**config.mk**
```make
export PLATFORM = sky130hd
export DESIGN_NAME = lrfc_back
export DESIGN_NICKNAME = d
export VERILOG_FILES = /design/src/lrfc_pkg.sv /design/src/lrfc_back.sv
export SDC_FILE = /design/constraint.sdc
export NUM_CORES = 1
export LEC_CHECK = 0
export ABC_AREA = 1
export BUFFER_PORTS_ARGS = -buffer_cell sky130_fd_sc_hd__buf_2
export CAP_MARGIN = 10
export CELL_PAD_IN_SITES_DETAIL_PLACEMENT = 1
export CELL_PAD_IN_SITES_GLOBAL_PLACEMENT = 1
export CORE_ASPECT_RATIO = 1.2
export CORE_MARGIN = 5
export CORE_UTILIZATION = 45
export CTS_CLUSTER_SIZE = 10
export DETAILED_ROUTE_END_ITERATION = 6
export GPL_ROUTABILITY_DRIVEN = 0
export PLACE_DENSITY = 0.91
export SETUP_SLACK_MARGIN = 0.1
export SKIP_LAST_GASP = 1
export SYNTH_ARGS = -nofsm -noshare
export SYNTH_HDL_FRONTEND = slang
export SYNTH_SLANG_ARGS = --single-unit
```
**constraint.sdc**
```tcl
create_clock -name clk -period 15.7 [get_ports clk]
set_clock_uncertainty 0.1 [all_clocks]
set_input_delay 3.14 -clock clk [delete_from_list [all_inputs] [get_ports clk]]
set_output_delay 3.14 -clock clk [all_outputs]
set_load 0.02 [all_outputs]
```
**src/lrfc_pkg.sv**
```systemverilog
`timescale 1ns / 1ps
`default_nettype none
// ----------------------------------------------------------------------------
// lrfc_pkg
// Shared types, constants and the byte-wide CRC-32 step of the log record
// frame checker.
// ----------------------------------------------------------------------------
package lrfc_pkg;

    localparam logic [31:0] MIN_ENTRY  = 32'd21;
    localparam logic [31:0] FIXED_BODY = 32'd17;
    localparam logic [31:0] CRC_POLY   = 32'hEDB88320;
    localparam int          QUEUE_DEPTH = 2;

    localparam logic [1:0] REG_EXP_DIM = 2'd0;
    localparam logic [1:0] REG_SINGLE  = 2'd1;
    localparam logic [1:0] REG_INS     = 2'd2;
    localparam logic [1:0] REG_DEL     = 2'd3;

    localparam logic [3:0] ST_OK        = 4'd0;
    localparam logic [3:0] ST_TRUNC     = 4'd1;
    localparam logic [3:0] ST_SMALL     = 4'd2;
    localparam logic [3:0] ST_PAST      = 4'd3;
    localparam logic [3:0] ST_CRC       = 4'd4;
    localparam logic [3:0] ST_TYPE      = 4'd5;
    localparam logic [3:0] ST_ALIGN     = 4'd6;
    localparam logic [3:0] ST_DIM       = 4'd7;
    localparam logic [3:0] ST_DEL_PAY   = 4'd8;
    localparam logic [3:0] ST_TRAILING  = 4'd9;

    typedef struct packed {
        logic [7:0] data_byte;
        logic       buffer_end;
    } lrfc_in_t;

    typedef struct packed {
        logic        result_kind;
        logic [31:0] vector_word;
        logic [29:0] word_index;
        logic        record_is_delete;
        logic signed [63:0] stamp_ms;
        logic [63:0] block_number;
        logic [29:0] vector_count;
        logic [3:0]  status;
    } lrfc_out_t;

    function automatic logic [31:0] crc_byte(input logic [31:0] c_in, input logic [7:0] b);
        logic [31:0] c;
        c = c_in ^ {24'd0, b};
        for (int k = 0; k < 8; k++) begin
            c = c[0] ? ((c >> 1) ^ CRC_POLY) : (c >> 1);
        end
        return c;
    endfunction

endpackage
`default_nettype wire

```
**src/lrfc_back.sv**
```systemverilog
`timescale 1ns / 1ps
`default_nettype none
// ----------------------------------------------------------------------------
// lrfc_back
// Parses one byte per cycle when not stalled: size prefix, body fields,
// vector words, CRC and end-of-frame checks. Results go to an output register.
// ----------------------------------------------------------------------------
module lrfc_back
    import lrfc_pkg::*;
(
    input  wire logic        clk,
    input  wire logic        rst_n,
    input  wire logic        cfg_we,
    input  wire logic [1:0]  cfg_index,
    input  wire logic [29:0] cfg_data,
    input  wire lrfc_in_t    q_item,
    input  wire logic        q_valid,
    output logic             q_ready,
    output lrfc_out_t        out_item,
    output logic             out_valid,
    input  wire logic        out_ready
);

    logic [29:0] exp_dim_reg;
    logic        single_reg;
    logic [7:0]  ins_code_reg, del_code_reg;

    logic        phase_reg, phase_next;
    logic [31:0] size_reg, size_next;
    logic [31:0] cnt_reg, cnt_next;
    logic [31:0] crc_reg, crc_next;
    logic [31:0] rcrc_reg, rcrc_next;
    logic [63:0] stamp_reg, stamp_next;
    logic [63:0] block_reg, block_next;
    logic [7:0]  type_reg, type_next;
    logic [23:0] asm_reg, asm_next;
    logic        skip_reg, skip_next;

    lrfc_out_t   res_reg, res;
    logic        res_valid_reg, emit;

    logic [7:0]  b;
    logic        last, is_ins, is_del, take;
    logic [31:0] pos, frame_body_len, payload_len, cnt_inc, pv;
    logic [3:0]  st;

    assign q_ready   = !res_valid_reg || out_ready;
    assign take      = q_valid && q_ready;
    assign out_item  = res_reg;
    assign out_valid = res_valid_reg;
    assign b         = q_item.data_byte;
    assign last      = q_item.buffer_end;

    always_ff @(posedge clk or negedge rst_n) begin
        if (!rst_n)
        begin
            exp_dim_reg  <= '0;
            single_reg   <= 1'b0;
            ins_code_reg <= 8'd1;
            del_code_reg <= 8'd2;
        end
        else if (cfg_we)
        begin
            case (cfg_index)
                REG_EXP_DIM: exp_dim_reg  <= cfg_data;
                REG_SINGLE:  single_reg   <= cfg_data[0];
                REG_INS:     ins_code_reg <= cfg_data[7:0];
                REG_DEL:     del_code_reg <= cfg_data[7:0];
                default:     ;
            endcase
        end
    end

    always_comb begin
        phase_next = phase_reg;
        size_next  = size_reg;
        cnt_next   = cnt_reg;
        crc_next   = crc_reg;
        rcrc_next  = rcrc_reg;
        stamp_next = stamp_reg;
        block_next = block_reg;
        type_next  = type_reg;
        asm_next   = asm_reg;
        skip_next  = skip_reg;
        emit       = 1'b0;
        res        = '0;
        st         = ST_OK;
        pos        = cnt_reg;
        frame_body_len = size_reg - 32'd4;
        payload_len    = frame_body_len - FIXED_BODY;
        pv         = pos - FIXED_BODY;
        cnt_inc    = cnt_reg + 32'd1;
        is_ins     = (type_reg == ins_code_reg);
        is_del     = !is_ins && (type_reg == del_code_reg);
        if (skip_reg)
        begin
            if (last)
            begin
                skip_next  = 1'b0;
                phase_next = 1'b0;
                cnt_next   = '0;
                size_next  = '0;
            end
        end
        else if (!phase_reg)
        begin
            size_next = {b, size_reg[31:8]};
            cnt_next  = cnt_inc;
            if (cnt_inc < 32'd4)
            begin
                if (last)
                begin
                    emit = 1'b1;
                    st   = ST_TRUNC;
                end
            end
            else if (size_next < MIN_ENTRY)
            begin
                emit = 1'b1;
                st   = ST_SMALL;
                skip_next = !last;
            end
            else if (last)
            begin
                emit = 1'b1;
                st   = ST_PAST;
            end
            else
            begin
                phase_next = 1'b1;
                cnt_next   = '0;
                crc_next   = '1;
                rcrc_next  = '0;
                stamp_next = '0;
                block_next = '0;
                type_next  = '0;
                asm_next   = '0;
            end
            if (emit)
            begin
                cnt_next  = '0;
                size_next = '0;
            end
        end
        else
        begin
            if (pos < frame_body_len)
            begin
                crc_next = crc_byte(crc_reg, b);
                if (pos == 32'd0)
                begin
                    type_next = b;
                end
                else if (pos <= 32'd8)
                begin
                    stamp_next = {b, stamp_reg[63:8]};
                end
                else if (pos < FIXED_BODY)
                begin
                    block_next = {b, block_reg[63:8]};
                end
                else if (pv[1:0] == 2'd3)
                begin
                    asm_next = '0;
                    if (is_ins)
                    begin
                        emit = 1'b1;
                        res.vector_word  = {b, asm_reg};
                        res.word_index   = pv[31:2];
                        res.stamp_ms     = stamp_reg;
                        res.block_number = block_reg;
                    end
                end
                else
                begin
                    asm_next = {b, asm_reg[23:8]};
                end
            end
            else
            begin
                rcrc_next = {b, rcrc_reg[31:8]};
            end
            cnt_next = cnt_inc;
            if (cnt_inc == size_reg)
            begin
                emit = 1'b1;
                res  = '0;
                if (rcrc_next != ~crc_next)
                begin
                    st = ST_CRC;
                end
                else if (is_ins)
                begin
                    if (payload_len[1:0] != 2'd0)
                    begin
                        st = ST_ALIGN;
                    end
                    else if (exp_dim_reg != '0 && payload_len[31:2] != exp_dim_reg)
                    begin
                        st = ST_DIM;
                    end
                end
                else if (is_del)
                begin
                    if (frame_body_len != FIXED_BODY)
                    begin
                        st = ST_DEL_PAY;
                    end
                end
                else
                begin
                    st = ST_TYPE;
                end
                if (st == ST_OK && single_reg && !last)
                begin
                    st = ST_TRAILING;
                end
                if (st == ST_OK)
                begin
                    res.record_is_delete = is_del;
                    res.stamp_ms         = stamp_reg;
                    res.block_number     = block_reg;
                    res.vector_count     = is_ins ? payload_len[31:2] : 30'd0;
                end
                else
                begin
                    skip_next = !last;
                end
                phase_next = 1'b0;
                cnt_next   = '0;
                size_next  = '0;
            end
            else if (last)
            begin
                emit = 1'b1;
                res  = '0;
                st   = ST_PAST;
                phase_next = 1'b0;
                cnt_next   = '0;
                size_next  = '0;
            end
        end
        if (st != ST_OK || res.result_kind)
        begin
            res.result_kind = 1'b1;
        end
        if (emit && (st != ST_OK || (phase_reg && cnt_inc == size_reg && !skip_reg)))
        begin
            res.result_kind = 1'b1;
        end
        res.status = st;
    end

    always_ff @(posedge clk) begin
        if (take && emit)
        begin
            res_reg <= res;
        end
    end

    always_ff @(posedge clk or negedge rst_n) begin
        if (!rst_n)
        begin
            phase_reg     <= 1'b0;
            size_reg      <= '0;
            cnt_reg       <= '0;
            crc_reg       <= '1;
            rcrc_reg      <= '0;
            stamp_reg     <= '0;
            block_reg     <= '0;
            type_reg      <= '0;
            asm_reg       <= '0;
            skip_reg      <= 1'b0;
            res_valid_reg <= 1'b0;
        end
        else
        begin
            if (take)
            begin
                phase_reg <= phase_next;
                size_reg  <= size_next;
                cnt_reg   <= cnt_next;
                crc_reg   <= crc_next;
                rcrc_reg  <= rcrc_next;
                stamp_reg <= stamp_next;
                block_reg <= block_next;
                type_reg  <= type_next;
                asm_reg   <= asm_next;
                skip_reg  <= skip_next;
            end
            if (take && emit)
            begin
                res_valid_reg <= 1'b1;
            end
            else if (out_ready)
            begin
                res_valid_reg <= 1'b0;
            end
        end
    end

endmodule
`default_nettype wire

```
==> metrics.txt <==
# TYPE chip_impl_metric gauge
chip_impl_metric{name="final_core_util",unit=""} 0.514
chip_impl_info{name="most_frequent_cells_in_the_layout",value="1060 x nand2_1, 415 x inv_1, 386 x nor2_1"} 1
chip_impl_metric{name="chipHeight",unit="µm"} 292
chip_impl_metric{name="placement.cell_area",unit="µm²"} 31800
chip_impl_metric{name="fp.dieArea",unit="µm²"} 71600
chip_impl_metric{name="sequential_share_of_the_synthesized_area",unit=""} 0.512
chip_impl_metric{name="postSynthRegisterBits",unit=""} 564
chip_impl_metric{name="pre_cts_slack",unit="ns"} 7.22
chip_impl_metric{name="ant_nets",unit=""} 0
chip_impl_info{name="timing.critical_path.mode_cell",value="nand2_1"} 1
chip_impl_metric{name="finalInstanceArea",unit="µm²"} 33900
chip_impl_metric{name="syn_area_per_cell",unit="µm²"} 8.15
chip_impl_metric{name="finalWirelength",unit="µm"} 103000
chip_impl_metric{name="seqCellArea",unit="µm²"} 15300
chip_impl_metric{name="synth.yosys.warnings",unit=""} 0
chip_impl_metric{name="final_hold_violating_endpoints",unit=""} 0
chip_impl_info{name="critical_path.slowest_cell",value="nand3_4"} 1
chip_impl_metric{name="detailed_routing_iterations_pass_1",unit=""} 6
chip_impl_metric{name="synthesis.instances",unit=""} 3661
chip_impl_metric{name="floorplan.io_pins",unit=""} 274
chip_impl_info{name="critPathCaptureType",value="register"} 1
chip_impl_metric{name="core_box_area",unit="µm²"} 65900
chip_impl_info{name="crit_start",value="size_reg[2]"} 1
chip_impl_metric{name="final_max_slew_viol_count",unit=""} 0
chip_impl_metric{name="grt_max_degree",unit=""} 190
chip_impl_metric{name="area_fraction_of_the_dominant_cell_type_after_synthesis",unit=""} 0.255
chip_impl_metric{name="drt-vias-per-instance",unit=""} 5.58
chip_impl_metric{name="post-route-min-period",unit="ns"} 8.52
chip_impl_metric{name="dp_hpwl",unit="µm"} 72600
chip_impl_metric{name="post-route-worst-setup-slack",unit="ns"} 7.18
chip_impl_metric{name="clock_buffers_created_by_tritoncts",unit=""} 68
chip_impl_metric{name="grt_antenna_before_repair",unit=""} 5
chip_impl_metric{name="final.period_utilization",unit=""} 0.543
chip_impl_metric{name="synthDistinctLibCells",unit=""} 52
chip_impl_metric{name="reported_leakage_power",unit="nW"} 15.2
chip_impl_metric{name="ir_drop",unit="µV"} 94.6
chip_impl_info{name="worstHoldStart",value="asm_reg[1]"} 1
chip_impl_info{name="root_buffer",value="clkbuf_16"} 1
chip_impl_metric{name="cellPowerDensity",unit="nW/µm²"} 186
chip_impl_metric{name="slew_headroom",unit=""} 0.166
chip_impl_metric{name="cell_area_synth",unit="µm²"} 29900
chip_impl_metric{name="layoutNonFillerInstCount",unit=""} 4813
chip_impl_metric{name="flow.area_growth_from_synthesis",unit="%"} 13.4
chip_impl_metric{name="number_of_gates_given_a_new_drive_strength_after_cts",unit=""} 0
chip_impl_info{name="hold_path.class",value="reg2reg"} 1
chip_impl_info{name="worst_r2r_startpoint",value="size_reg[2]"} 1
chip_impl_metric{name="via_count",unit=""} 26800
chip_impl_metric{name="final.hold.worst_slack",unit="ns"} 0.386
chip_impl_metric{name="postSynth.asyncResetShare",unit=""} 0.599
chip_impl_metric{name="insertion_delay",unit="ns"} 0.63
chip_impl_info{name="critPathLaunchType",value="register"} 1
chip_impl_metric{name="dp_cells",unit=""} 4681
chip_impl_metric{name="final_layout_size_suffix_gt1_frac",unit=""} 0.118
chip_impl_metric{name="setup_viol",unit=""} 0
chip_impl_info{name="outcome",value="finished clean"} 1
chip_impl_metric{name="cts.path.max_buffers",unit=""} 3
chip_impl_metric{name="max_stage_delay",unit="ns"} 0.75
chip_impl_metric{name="cp.arrival",unit="ns"} 8.73
chip_impl_info{name="dominantRegCellSynth",value="dfrtp_1"} 1
chip_impl_info{name="criticalPathCategory",value="reg2reg"} 1
chip_impl_metric{name="htree_levels",unit=""} 3
chip_impl_metric{name="multiInputGateArea",unit="µm²"} 12200
chip_impl_metric{name="syn_nets",unit=""} 3730
chip_impl_metric{name="max_cap_violations",unit=""} 0
chip_impl_metric{name="max_freq",unit="MHz"} 117
chip_impl_metric{name="tns",unit="ns"} 0
chip_impl_metric{name="wl_per_cell",unit="µm"} 21.4
chip_impl_metric{name="worstMarginPinSlew",unit="ns"} 1.25
chip_impl_info{name="mostFrequentLayoutCell",value="nand2_1"} 1
chip_impl_metric{name="nFillCells",unit=""} 8002
chip_impl_metric{name="synth-edff-count",unit=""} 226
chip_impl_metric{name="postCtsSetupBuffers",unit=""} 0
chip_impl_metric{name="grt_overflow",unit=""} 0
chip_impl_metric{name="post-layout-total-power",unit="mW"} 6.30
chip_impl_metric{name="clkSinkCount",unit=""} 564
chip_impl_metric{name="die_width",unit="µm"} 245
chip_impl_metric{name="vias_in_the_first_global_route",unit=""} 28100
chip_impl_metric{name="initial_utilization",unit=""} 0.453
chip_impl_info{name="yosys-top-cells-area",value="dfrtp_1 25%, edfxtp_1 23%, nand2_1 13%"} 1
chip_impl_info{name="synth.largest_area_cell",value="dfrtp_1"} 1
chip_impl_metric{name="detail_route.iter0.violations",unit=""} 2249
chip_impl_metric{name="wire_length_of_the_first_global_routing_pass",unit="µm"} 160000
chip_impl_metric{name="largest_register_ffs",unit=""} 226
chip_impl_metric{name="place.port_buffers",unit=""} 273
chip_impl_metric{name="gr-usage-all-layers",unit=""} 0.279
chip_impl_info{name="unrepaired_setup_endpoints_after_global_routing",value="false"} 1
chip_impl_metric{name="path_max_fanout",unit=""} 77
chip_impl_metric{name="finalNetCount",unit=""} 3929
chip_impl_metric{name="critPathRequiredTime",unit="ns"} 15.91
chip_impl_metric{name="rows",unit=""} 103
chip_impl_metric{name="number_of_drc_violations_after_detailed_routing",unit=""} 0
chip_impl_metric{name="post_cts_hold_buffer_count",unit=""} 0
chip_impl_info{name="cts_tree",value="done"} 1
chip_impl_metric{name="clkTransAtPathRegs",unit="ns"} 0.06
final timing paths:
path | endpoint | slack (ns) | cells after the start
hold reg to reg | asm_reg[1] | 0.39 | 2
min in group asynchronous | cnt_reg[6] | 2.43 | 1
setup / recovery | out_item[143] | 7.18 | 31
hold / removal | asm_reg[1] | 0.39 | 2
setup reg to reg | out_item[143] | 7.18 | 31
max in group asynchronous | block_reg[7] | 10.66 | 3
power breakdown:
group          switching [mW]  total [mW]  internal (mW)  leakage, nW
logic                    1.94        2.74          0.800         7.56
clock network           0.655        1.50          0.841        0.978
registers               0.210        2.06           1.85         6.64
critical path: cells and delay by family, from the launching register on:
family	cells	cell delay, ns
xor gates and xnor gates	1	0.35
adders and majority gates	2	0.65
buffers and inverters	7	2.62
AOI/OAI and AO/OA	2	0.28
DFF	1	0.46
and+or+nand+nor	19	3.62
Yosys cell counts, types with 5 or more instances:
master / count
buf_6: 14
o22ai_1: 118
nor4_1: 21
ha_1: 23
buf_4: 6
dfstp_2: 34
edfxtp_1: 226
buf_1: 13
nor2_2: 7
nor2_1: 393
nand4_1: 96
xor2_1: 135
a21oi_1: 46
buf_2: 20
nand3_1: 151
clkbuf_1: 114
inv_1: 415
mux2_2: 7
a22oi_1: 18
nor3_1: 52
xnor2_1: 32
nand2_1: 1061
o21ai_1: 22
dfrtp_1: 304
o21ai_0: 268
nand2_2: 5
nand3b_1: 18
routing by layer:
layer  global-route usage  wire [µm]  share of wire
met1                0.345      40200           0.39
met5                    0         13        0.00013
met4                0.134       5410          0.053
met2                0.482      50900           0.49
met3               0.0414       6410          0.062
cell type report:
type | instances | area share
clock inverters | 11 | 0.00377
well taps | 892 | 0.0330
flip-flops and latches | 564 | 0.451
inverters | 421 | 0.0467
multi-input cells | 2505 | 0.361
repair buffers | 300 | 0.0474
clock buffers | 114 | 0.0566
diodes | 6 | 0.000443
logic make-up after synthesis:
group,count (synthesis),share of synthesized area
xor+xnor,174,0.0537
fa+ha+maj,23,0.00964
simple gates,1818,0.252
compound gates,483,0.0889
mux,7,0.00264
buf+inv,592,0.0807
flops,564,0.512
Note: power is estimated with default switching activity, not from simulation.
